<file path="config.mk">
export PLATFORM = sky130hd
export DESIGN_NAME = gan_ctrl
export DESIGN_NICKNAME = d
export VERILOG_FILES = /design/src/design/gan_pkg.sv /design/src/design/gan_ctrl.sv
export SDC_FILE = /design/constraint.sdc
export NUM_CORES = 1
export LEC_CHECK = 0
export ABC_AREA = 1
export ABC_CLOCK_PERIOD_IN_PS = 2000
export BUFFER_PORTS_ARGS = -buffer_cell sky130_fd_sc_hd__buf_2
export CORE_AREA = 2 2 39 41
export DETAILED_ROUTE_END_ITERATION = 10
export DIE_AREA = 0 0 41 43
export PLACE_DENSITY_LB_ADDON = 0.12
export SYNTH_ARGS = -nofsm -noshare
export SYNTH_HDL_FRONTEND = slang
export SYNTH_SLANG_ARGS = --single-unit
</file>
<file path="constraint.sdc">
create_clock -name clk_i -period 2 [get_ports clk_i]
set_input_delay 0.3 -clock clk_i [delete_from_list [all_inputs] [get_ports clk_i]]
set_output_delay 0.3 -clock clk_i [all_outputs]
set_load 0.005 [all_outputs]
</file>
<file path="src/design/gan_pkg.sv">
// Shared types and constants for the autotile neighbour-mask block.
// Holds the controller/datapath command and status bundles and the offset tables.
// No dependencies.
`timescale 1ns / 1ps
`default_nettype none

package gan_pkg;

  localparam int NB_COUNT = 8;
  localparam int WIN_SIDE = 5;
  localparam int WIN_CELLS = WIN_SIDE * WIN_SIDE;
  localparam int WIN_CENTER = WIN_CELLS / 2;
  localparam int SLOT_COUNT = NB_COUNT + 1;

  localparam logic signed [2:0] NB_DCOL [NB_COUNT] = '{
    -3'sd1, 3'sd0, 3'sd1, -3'sd1, 3'sd1, -3'sd1, 3'sd0, 3'sd1
  };
  localparam logic signed [2:0] NB_DROW [NB_COUNT] = '{
    -3'sd1, -3'sd1, -3'sd1, 3'sd0, 3'sd0, 3'sd1, 3'sd1, 3'sd1
  };

  typedef struct packed {
    logic clr_step;
    logic capture;
    logic mul;
    logic chk;
    logic rd_step;
    logic commit;
    logic emit;
  } cmd_t;

  typedef struct packed {
    logic clr_done;
    logic in_range;
    logic win_full;
    logic act;
    logic slot_last;
  } sts_t;

  function automatic logic [4:0] win_pos(logic signed [2:0] dc, logic signed [2:0] dr);
    logic [2:0] c;
    logic [2:0] r;
    c = 3'(dc + 3'sd2);
    r = 3'(dr + 3'sd2);
    return 5'(r * 3'd5 + {2'b00, c});
  endfunction

endpackage

`default_nettype wire

</file>
<file path="src/design/gan_ctrl.sv">
// Sequencing state machine for the autotile neighbour-mask block.
// Drives datapath commands from datapath status; depends on gan_pkg.
`timescale 1ns / 1ps
`default_nettype none

module gan_ctrl import gan_pkg::*; (
  input  wire  clk_i,
  input  wire  rst_ni,
  input  wire  start,
  output logic busy,
  input  sts_t sts_i,
  output cmd_t cmd_o
);

  localparam logic [2:0] S_CLEAR  = 3'd0;
  localparam logic [2:0] S_IDLE   = 3'd1;
  localparam logic [2:0] S_MUL    = 3'd2;
  localparam logic [2:0] S_CHK    = 3'd3;
  localparam logic [2:0] S_READ   = 3'd4;
  localparam logic [2:0] S_DECIDE = 3'd5;
  localparam logic [2:0] S_EMIT   = 3'd6;

  logic [2:0] state_q, state_d;

  always_comb begin
    state_d = state_q;
    cmd_o   = '0;
    case (state_q)
      S_CLEAR: begin
        cmd_o.clr_step = 1'b1;
        if (sts_i.clr_done) state_d = S_IDLE;
      end
      S_IDLE: begin
        if (start) begin
          cmd_o.capture = 1'b1;
          state_d = S_MUL;
        end
      end
      S_MUL: begin
        cmd_o.mul = 1'b1;
        state_d = S_CHK;
      end
      S_CHK: begin
        cmd_o.chk = 1'b1;
        state_d = sts_i.in_range ? S_READ : S_IDLE;
      end
      S_READ: begin
        cmd_o.rd_step = 1'b1;
        if (sts_i.win_full) state_d = S_DECIDE;
      end
      S_DECIDE: begin
        if (sts_i.act) begin
          cmd_o.commit = 1'b1;
          state_d = S_EMIT;
        end else begin
          state_d = S_IDLE;
        end
      end
      S_EMIT: begin
        cmd_o.emit = 1'b1;
        if (sts_i.slot_last) state_d = S_IDLE;
      end
      default: state_d = S_IDLE;
    endcase
  end

  always_ff @(posedge clk_i or negedge rst_ni) begin
    if (!rst_ni) begin
      state_q <= S_CLEAR;
    end else begin
      state_q <= state_d;
    end
  end

  assign busy = (state_q != S_IDLE);

endmodule

`default_nettype wire

</file>
==> results.md, run 1 <==
* N_diodes at 0
* Area grow syn2layout at 41.1%
* Total GRT Usage at 11.9%
* Max-capacitance violation count at 0
* Startpoint Class: flip-flop
* Clock Latency Late Sink at 0.23 ns
* Setup CP Type: reg -> out
* H-tree depth at 1
* Root Buffer: clkbuf_4
* Pwr Total at 554 uW
* Net Count, Synth at 64
* Share of the synthesized area in the top cell type at 24.4%
* Crit Reg-Reg Endpoint: state_q[1]
* Crit share post-route at 76.9%
* Tmin final at 1.54 ns
* Routed len/inst at 9.09 um
* Post-route antenna net violation count at 0
* Fin nets at 84
* Layout cells sized above 1 at 30.7%
* First DRT Iteration DRCs at 9
* Synth top area cells: dfrtp_1 24%, nand2_1 17%, nand3_1 15%, inv_1 13%, nor2_1 9.8%
* Reg2Reg Setup Slack at 0.81 ns
* Pwr Density at 1280 mW/mm2
* Die Area at around 0.0018 mm2
* Synth cell count leaders: 14 x nand2_1, 11 x inv_1, 9 x nand3_1
* Crit end category: primary output
* DR DRC count at 0
* FFs w/ async S/R, synth at 100%
* Post CTS Setup Buffer Count at 0
* Placement Setup Slack at 0.694 ns
* # clock sinks at 3
* Clock tree buffer depth at 2
* Synth unique cells at 13
* Slew Limit Headroom at between 80% and 90%
* First-pass GRT wire length at 1410 um
* Yosys warns at 0
* Flop pwr share at 24.6%
* Initial antenna violation count at 0
* Starting Density at 22.2%
* Grt ovf at 0
* Die width at just over 40 um
* RD Place Congestion at around 0.76
* Final wirelength at 827 um
* Seq cells post-synth at 3
* Reg with most FFs: state_q
* Core area at roughly 0.0014 mm2
* Drt first pass iters at 4
* Slew at the pin closest to its max-slew limit at around 0.27 ns
* Setup TNS at 0 ns
* Worst r2r src: state_q[2]
* Post-Syn Area per Cell at 5.50 um2
* P_int at 285 uW
* Cells after Synth at 56
* Required time of the critical path at around 1.7 ns
* Combinational Power Share at 56.8%
* P_leak at 0.300 nW
* Critical-path top delay cell: dfrtp_1
* Sw power at 269 uW
* Final Hold Viols at 0
* Pins over their slew limit at 0
* Maximum vdd drop at 0.273 mV
* Pin count of the biggest net entering global routing at 9
* Reg clk slew, reported paths at 0.04 ns
* CP peak stage delay at 0.46 ns
* Die H at 43 um
* Final WS setup at 0.462 ns
* Cell accounting for the most synthesized area: dfrtp_1
* Dominant cell by count in the synthesized netlist: nand2_1
* RSZ-0062 raised after global routing: false
* Max Fanout on Critical Path at 7
* Biggest regs: state_q x3
* Power share of the clock group at 18.6%
* Register area share after synthesis at 24.4%
* Post-synth EDFFs at 0
* CP Cell Sequence: inv_2 > nand2_1 > inv_1 > nand2_1 > inv_1 > buf_2
* Setup Skew at 0.00234 ns
* Number of global-route vias before repair at 339
* Num CTS Buffers at 3
* Vias/cell at 4.38
* Via count at 399
* DP HPWL at 733 um
* Status: complete, no violations
* Fmax achieved at 650 MHz
* Primary FF master, synth: dfrtp_1
* Hold crit path type: in -> async
* FP Rows at 14
* CTS tree: built
* Worst reg2reg path depth at 7
* IO buf count at 15
* Max reg flops at 3
* Setup violators final at 0
* Sw Ratio at 48.5%
* Mapped cell area at 308 um2
* I/O pins at 16
* CP arrival at 1.24 ns
* WHS at 0.391 ns
-- layer usage --
metal  vias to the layer above  wire length, um  share of wire, %  GRT usage [%]
li1                        208                -                 -              -
met1                       183              351                42           16.0
met2                         8              443                54           16.9
met3                         0               32               3.9           1.57
met4                         0                0                 0           8.00
met5                         -                0                 0              0
-- repair_timing --
| action | 4_1_cts | 5_1_grt |
|---|---|---|
| endpoints found under the hold margin | 3 | 0 |
| hold buffers | 1 | 0 |
| resized for setup | 0 | 0 |
| endpoints found under the setup margin | 0 | 0 |
-- power by group through the flow --
stage                     Combinational, mW  Sequential, mW  Clock, mW
final                                 0.314           0.136      0.103
after global routing                  0.360           0.145      0.111
after CTS                             0.323           0.136      0.108
after detailed placement              0.318           0.137          0
after global placement                0.324           0.137          0
after floorplan                       0.239           0.111          0
-- kinds of logic after synthesis --
family / count (synthesis) / synth area share (%)
flip-flops: 3 / 24.4
buffers and inverters: 14 / 17.5
AND/OR/NAND/NOR: 36 / 52.4
AO/OA/AOI/OAI: 3 / 5.69
-- placed cells by master, fill, tap and decap left out --
master and n:
o21ai_0 2, clkbuf_4 3, nor2_1 8, dfrtp_1 3, dlygate4sd3_1 1, o21bai_1 1, nor2_2 2, nand3_2 1
nand2_1 14, inv_2 2, clkbuf_1 1, inv_1 11, nor3_1 1, buf_2 15, nand4_1 1, nand3_1 9
-- worst max path at each step --
stage,startpoint,to,slack [ns],cells past startpoint
6_report,state_q[2],cmd_o[4],0.46,6
5_1_grt,state_q[2],cmd_o[4],0.33,6
4_1_cts,state_q[2],cmd_o[4],0.45,6
3_5_place_dp,state_q[2],cmd_o[4],0.69,6
3_3_place_gp,state_q[2],cmd_o[4],0.66,6
2_1_floorplan,state_q[1],cmd_o[5],0.90,4
-- metrics by stage --
step / cell area (um2) / instances / utilization [%]
after global placement: 398 / 86 / 28.8
after floorplan: 308 / 56 / -
after CTS: 434 / 91 / 31.4
after detailed placement: 398 / 86 / 28.8
final: 434 / 91 / 31.4
after global routing: 434 / 91 / 31.4
-- critical path, delay by kind of cell, from the launching register on --
| family | cells | cell delay, ns |
|---|---|---|
| DFF | 1 | 0.46 |
| buffers and inverters | 4 | 0.39 |
| and+or+nand+nor | 2 | 0.17 |
-- final cells by class --
| type | instances | area, um2 |
|---|---|---|
| Tap cell | 16 | 20.0 |
| Multi-Input combinational cell | 39 | 179 |
| Timing Repair Buffer | 16 | 85.1 |
| Clock buffer | 4 | 26.3 |
| Fill cell | 163 | 950 |
| Inverter | 13 | 48.8 |
| Sequential cell | 3 | 75.1 |
No activity file was read; power rests on OpenSTA's default activity.
==> run 2, diff against run 1 <==
Settings changed: ABC_AREA 1 to 0, ABC_CLOCK_PERIOD_IN_PS 2000 to 1600.
Clock period 2 ns to 1.6 ns, I/O delays scaled along.
==> run 2 against run 1 <==
Compared with the run above:
- die area is the same
- utilization fell by 4.2 points
- combinational power about the same
- largest power group unchanged
- clock power increased by 32%
- largest cell class unchanged
- global-route usage down 1.4 points
- clock skew is 0.0018 ns higher
- critical path type unchanged
- area after synthesis decreased by 16%
- register-to-register slack got worse by 0.51 ns
- power rose by 18%
- worst setup slack worse by 0.33 ns
- critical path depth down 3
==> results.md, run 2 <==
* Reg with most FFs: state_q (unchanged)
* H-tree depth at 1 (unchanged)
* I/O pins at 16 (unchanged)
* Synth cell count leaders: 3 x and3_1, 3 x dfrtp_1, 3 x nor2_1, 3 x nor3_1 (was 14 x nand2_1, 11 x inv_1, 9 x nand3_1)
* Crit share post-route at roughly 92%
* Total GRT Usage at 10.5% (was 11.9%)
* CP arrival at 1.23 ns (was 1.24 ns)
* FFs w/ async S/R, synth at 100% (unchanged)
* Post-route antenna net violation count at 0 (unchanged)
* First DRT Iteration DRCs at 3 (was 9)
* Die H at 43 um (unchanged)
* Net Count, Synth at 40 (was 64)
* Primary FF master, synth: dfrtp_1 (unchanged)
* # clock sinks at 3 (unchanged)
* Maximum vdd drop at 0.434 mV (was 0.273 mV)
* Cells after Synth at 32 (was 56)
* Pin count of the biggest net entering global routing at 12 (was 9)
* Fmax achieved at approximately 680 MHz
* M3 GR Usage at 2.62% (was 1.57%)
* DP HPWL at 518 um (was 733 um)
* Startpoint Class: flip-flop (unchanged)
* Synth top area cells: dfrtp_1 29%, and3_1 7.3%, nor3_1 5.8%, a211oi_2 4.9%, and2_1 4.9% (was dfrtp_1 24%, nand2_1 17%, nand3_1 15%, inv_1 13%, nor2_1 9.8%)
* Cell accounting for the most synthesized area: dfrtp_1 (unchanged)
* Clock tree buffer depth at 2 (unchanged)
* CTS tree: built (unchanged)
* Biggest regs: state_q x3 (unchanged)
* Hold crit path type: in -> reg (was in -> async)
* Final Core Density at 27.1% (was 31.4%)
* Slew Limit Headroom at 77.0% (was 82.2%)
* Clock Latency Late Sink at 0.24 ns (was 0.23 ns)
* Num CTS Buffers at 3 (unchanged)
* Post CTS Setup Buffer Count at 0 (unchanged)
* Max-capacitance violation count at 0 (unchanged)
* P_int at 381 uW (was 285 uW)
* Core area at 0.00138 mm2 (unchanged)
* Required time of the critical path at 1.36 ns (was 1.70 ns)
* Pwr Density at 1740 mW/mm2 (was 1280 mW/mm2)
* FP Rows at 14 (unchanged)
* Max reg flops at 3 (unchanged)
* Sw Ratio at 41.5% (was 48.5%)
* IO buf count at 15 (unchanged)
* Setup TNS at 0 ns (unchanged)
* Register area share after synthesis at 29.1% (was 24.4%)
* GR Layer Usage met2 at 12.5% (was 16.9%)
* RSZ-0062 raised after global routing: false (unchanged)
* Busiest grt layer: met1 (was met2)
* Met1 global-route usage at 14.3% (was 16.0%)
* Status: complete, no violations (unchanged)
* P_leak at 0.206 nW (was 0.300 nW)
* Share of the synthesized area in the top cell type at 29.1% (was 24.4%)
* Combinational Power Share at 47.7% (was 56.8%)
* Initial antenna violation count at 0 (unchanged)
* Power share of the clock group at 20.9% (was 18.6%)
* Commonest non-fill, non-tap cell in the layout: buf_2 (unchanged)
* Yosys warns at 0 (unchanged)
* Reg clk slew, reported paths at 0.04 ns (about the same)
* Via count at 281 (was 399)
* Grt ovf at 0 (unchanged)
* Starting Density at 18.6% (was 22.2%)
* Fin nets at 59 (was 84)
* Setup Skew at 0.00410 ns (was 0.00234 ns)
* Root Buffer: clkbuf_4 (unchanged)
* Crit end category: primary output (unchanged)
* Sw power at 271 uW (was 269 uW)
* Slew at the pin closest to its max-slew limit at 0.345 ns (was 0.267 ns)
* Pins over their slew limit at 0 (unchanged)
* RD Place Congestion at 0.642 (was 0.755)
* Setup CP Type: reg -> out (unchanged)
* Vias/cell at 4.26 (was 4.38)
* Die Area at 0.00176 mm2 (unchanged)
* Drt first pass iters at 2 (was 4)
* Layout cells sized above 1 at 42.0% (was 30.7%)
* Final wirelength at 702 um (was 827 um)
* Post-Syn Area per Cell at 8.05 um2 (was 5.50 um2)
* Final Hold Viols at 0 (unchanged)
* Max Fanout on Critical Path at 10 (was 7)
* Routed len/inst at 10.6 um (was 9.09 um)
* Mapped cell area at 258 um2 (was 308 um2)
* Synth unique cells at 21 (was 13)
* Number of global-route vias before repair at 275 (was 339)
* N_diodes at 0 (unchanged)
* Tmin final at about 1.5 ns
* Setup violators final at 0 (unchanged)
* Seq cells post-synth at 3 (unchanged)
* Flop pwr share at 31.5% (was 24.6%)
* DR DRC count at 0 (unchanged)
* Die width at 41 um (unchanged)
* Area grow syn2layout at 45.6% (was 41.1%)
* First-pass GRT wire length at 1190 um (was 1410 um)
* Post-synth EDFFs at 0 (unchanged)
## run 2: changes by cell type after synthesis, moves of 2 or more
cell / previous run / this run
inv_1: 11 / 1
and3_1: 0 / 3
inv_2: 2 / 0
nand3_1: 9 / 1
nor2_2: 2 / 0
nor3_1: 1 / 3
nor2_1: 8 / 3
nand2_1: 14 / 2
and2_1: 0 / 2
a21oi_1: 0 / 2
## run 2: kinds of logic after synthesis
group / synth area share (%)
AOI/OAI and AO/OA: 18.0
buffers and inverters: 8.74
DFF: 29.1
and+or+nand+nor: 44.2
## run 2: critical path: stages, from the launching register on
cell and delay [ns]:
dfrtp_1 0.48, nor2b_4 0.24, and3_1 0.16, buf_2 0.10
## run 2: timing repair
item / CTS / global route
hold endpoints to repair: 3 / 0
hold buffers: 1 / 0
setup endpoints to repair: 0 / 1
gates resized for setup: 0 / 1
## run 2: worst paths after layout
| kind | slack (ns) | from | endpoint | cells past startpoint |
|---|---|---|---|---|
| hold / removal | 0.28 | sts_i[3] | state_q[2] | 3 |
| max in group asynchronous | 1.17 | rst_ni | state_q[2] | 2 |
| hold reg to reg | 0.72 | state_q[2] | state_q[2] | 2 |
| setup reg to reg | 0.30 | state_q[1] | state_q[1] | 3 |
| min in group asynchronous | 0.32 | rst_ni | state_q[1] | 2 |
| setup / recovery | 0.13 | state_q[0] | cmd_o[5] | 3 |
## run 2: final cells by class
cell class | instances | area [um2]
Inverter | 1 | 3.75
Timing Repair Buffer | 16 | 85.1
Multi-Input combinational cell | 26 | 165
Fill cell | 167 | 1010
Sequential cell | 3 | 75.1
Clock buffer | 4 | 26.3
Tap cell | 16 | 20.0
## run 2: per-layer routing
layer	share of wire, %	wire, um
met1	45	315
met2	47	330
met3	5.1	36
met4	2.7	19
met5	0	0
## run 2: power groups by stage
stage	logic (mW)	registers, mW	clock network [mW]
2_1_floorplan	0.278	0.142	0
3_5_place_dp	0.304	0.202	0
5_1_grt	0.353	0.217	0.147
4_1_cts	0.306	0.202	0.141
3_3_place_gp	0.308	0.201	0
6_report	0.311	0.205	0.136
## run 2: stage by stage
stage	std cells	hold slack, ns	worst slack (ns)	total power, mW	instance area [um2]
after floorplan	32	-0.0556	0.459	0.420	258
after detailed placement	61	0.0374	0.310	0.506	334
final	66	0.285	0.131	0.652	375
after global placement	61	0.0373	0.261	0.509	334
after global routing	66	0.312	0.0168	0.716	375
after CTS	66	0.292	0.0716	0.649	370
==> run 3, diff against run 2 <==
Settings changed: ABC_CLOCK_PERIOD_IN_PS 1600 to unset, PLACE_DENSITY_LB_ADDON 0.12 to 0.15.
==> run 3 against run 2 <==
Compared with the run above:
- global-route usage decreased by 1.8 points
- combinational power down 5%
- clock power decreased by 4%
- register-to-register slack about the same
- largest cell class unchanged
- highest routed layer is now met3
==> results.md, run 3 (synthesized netlist as in run 2, its figures left out) <==
* Status: complete, no violations (unchanged)
* Reg2Reg Setup Slack at 0.29 ns (was 0.30 ns)
* Reg clk slew, reported paths at 0.04 ns (about the same)
* Drt first pass iters at 4 (was 2)
* Routed len/inst at 9.79 um (was 10.6 um)
* WHS Path Cells at 3 (unchanged)
* Pwr Density at 1700 mW/mm2 (was 1740 mW/mm2)
* Crit Reg-Reg Endpoint: state_q[1] (unchanged)
* WHS at 0.278 ns (was 0.285 ns)
* Vias/cell at 4.29 (was 4.26)
* Startpoint Class: flip-flop (unchanged)
* Setup TNS at 0 ns (unchanged)
* Num CTS Buffers at 3 (unchanged)
* Post-route antenna net violation count at 0 (unchanged)
* Via count at 283 (was 281)
* Total GRT Usage at 8.65% (was 10.5%)
* Post-DP Area at 334 um2 (unchanged)
* # clock sinks at 3 (unchanged)
* Maximum vdd drop at 0.332 mV (was 0.434 mV)
* Die H at 43 um (unchanged)
* IO buf count at 15 (unchanged)
* Fillers at 153 (was 167)
* H-tree depth at 1 (unchanged)
* Max Fanout on Critical Path at 10 (unchanged)
* # resized after CTS at 0 (unchanged)
* Die width at 41 um (unchanged)
* Pin count of the biggest net entering global routing at 12 (unchanged)
* Setup CP Type: reg -> out (unchanged)
* FP Rows at 14 (unchanged)
* Setup Skew at 0.00252 ns (was 0.00410 ns)
* Worst reg2reg path depth at 3 (unchanged)
* Slew at the pin closest to its max-slew limit at 0.325 ns (was 0.345 ns)
* P_leak at 0.201 nW (was 0.206 nW)
* Worst r2r src: state_q[1] (unchanged)
* Pins over their slew limit at 0 (unchanged)
* Commonest non-fill, non-tap cell in the layout: buf_2 (unchanged)
* Slew Limit Headroom at 78.3% (was 77.0%)
* Post CTS Setup Buffer Count at 0 (unchanged)
* Grt ovf at 0 (unchanged)
* Biggest regs: state_q x3 (unchanged)
* Worst Hold Launch: sts_i[3] (unchanged)
* Reg with most FFs: state_q (unchanged)
* DP Cell Count at 61 (unchanged)
* Tmin final at 1.50 ns (was 1.47 ns)
* Required time of the critical path at 1.36 ns (about the same)
* Crit end category: primary output (unchanged)
* RD Place Congestion at 0.665 (was 0.642)
* CP arrival at 1.26 ns (was 1.23 ns)
* Fmax achieved at 666 MHz (was 681 MHz)
* DR DRC count at 0 (unchanged)
* I/O pins at 16 (unchanged)
* Die Area at 0.00176 mm2 (unchanged)
* First DRT Iteration DRCs at 10 (was 3)
* Root Buffer: clkbuf_4 (unchanged)
* Hold crit path type: in -> reg (unchanged)
* Crit share post-route at 93.9% (was 91.8%)
* Starting Density at 18.6% (unchanged)
* RSZ-0062 raised after global routing: false (unchanged)
* Initial antenna violation count at 0 (unchanged)
* Core area at 0.00138 mm2 (unchanged)
* Final wirelength at 646 um (was 702 um)
* First-pass GRT wire length at 1030 um (was 1190 um)
* Fin nets at 59 (unchanged)
* Setup violators final at 0 (unchanged)
* Max-capacitance violation count at 0 (unchanged)
* Max reg flops at 3 (unchanged)
* Number of global-route vias before repair at 264 (was 275)
* Post-route cell area at 370 um2 (was 375 um2)
* Area grow syn2layout at 43.7% (was 45.6%)
* DP HPWL at 489 um (was 518 um)
* N_diodes at 0 (unchanged)
* Final non-filler cell total at 66 (unchanged)
* Hold worst-path end: state_q[2] (unchanged)
* CTS tree: built (unchanged)
* Final Hold Viols at 0 (unchanged)
* Layout cells sized above 1 at 42.0% (unchanged)
* Clock Latency Late Sink at 0.23 ns (was 0.24 ns)
* Clock tree buffer depth at 2 (unchanged)
## run 3: cell counts in the layout (fill, tap and decap cells not counted)
No cell type changed its count.
## run 3: cell type report
| class | instances | area [um2] | share of cell area (%) |
|---|---|---|---|
| Multi-Input combinational cell | 26 | 160 | 43.2 |
| Inverter | 1 | 3.75 | 1.01 |
| Sequential cell | 3 | 75.1 | 20.3 |
| Timing Repair Buffer | 16 | 85.1 | 23.0 |
| Clock buffer | 4 | 26.3 | 7.09 |
| Tap cell | 16 | 20.0 | 5.41 |
## run 3: per-stage QoR
step | utilization [%] | power (mW) | setup WS (ns)
finish | 26.8 | 0.629 | 0.0981
CTS | 26.8 | 0.641 | 0.0861
floorplan | - | 0.420 | 0.459
global route | 26.8 | 0.690 | 0.00891
detailed placement | 24.1 | 0.503 | 0.287
global placement | 24.1 | 0.509 | 0.262
## run 3: metal layers
metal  GRT usage [%]  wire, um
met5               0         0
met2            10.9       301
met4            8.00         0
met1            11.7       316
met3            1.57        28
## run 3: critical path, stage by stage (launching register included)
cell and delay [ns]:
dfrtp_1 0.48, nor2b_2 0.28, and3_1 0.17, buf_2 0.10
## run 3: worst max-delay path by stage
| stage | from | end | slack (ns) | depth (start not counted) |
|---|---|---|---|---|
| 4_1_cts | state_q[0] | cmd_o[5] | 0.09 | 3 |
| 3_5_place_dp | state_q[1] | state_q[1] | 0.29 | 3 |
| 5_1_grt | state_q[0] | cmd_o[5] | 0.009 | 3 |
| 2_1_floorplan | state_q[0] | state_q[0] | 0.46 | 4 |
| 6_report | state_q[0] | cmd_o[5] | 0.1 | 3 |
| 3_3_place_gp | state_q[1] | state_q[1] | 0.26 | 3 |
## run 3: power by group
part | total [mW] | internal [mW] | leakage (nW) | switching (mW)
logic | 0.296 | 0.166 | 0.149 | 0.130
clock network | 0.131 | 0.0933 | 0.0150 | 0.0374
registers | 0.202 | 0.112 | 0.0367 | 0.0904
total | 0.629 | 0.370 | 0.201 | 0.258
## run 3: what timing repair did
action,CTS,global route
hold buffers,1,0
hold endpoints to repair,3,0
endpoints found under the setup margin,0,0
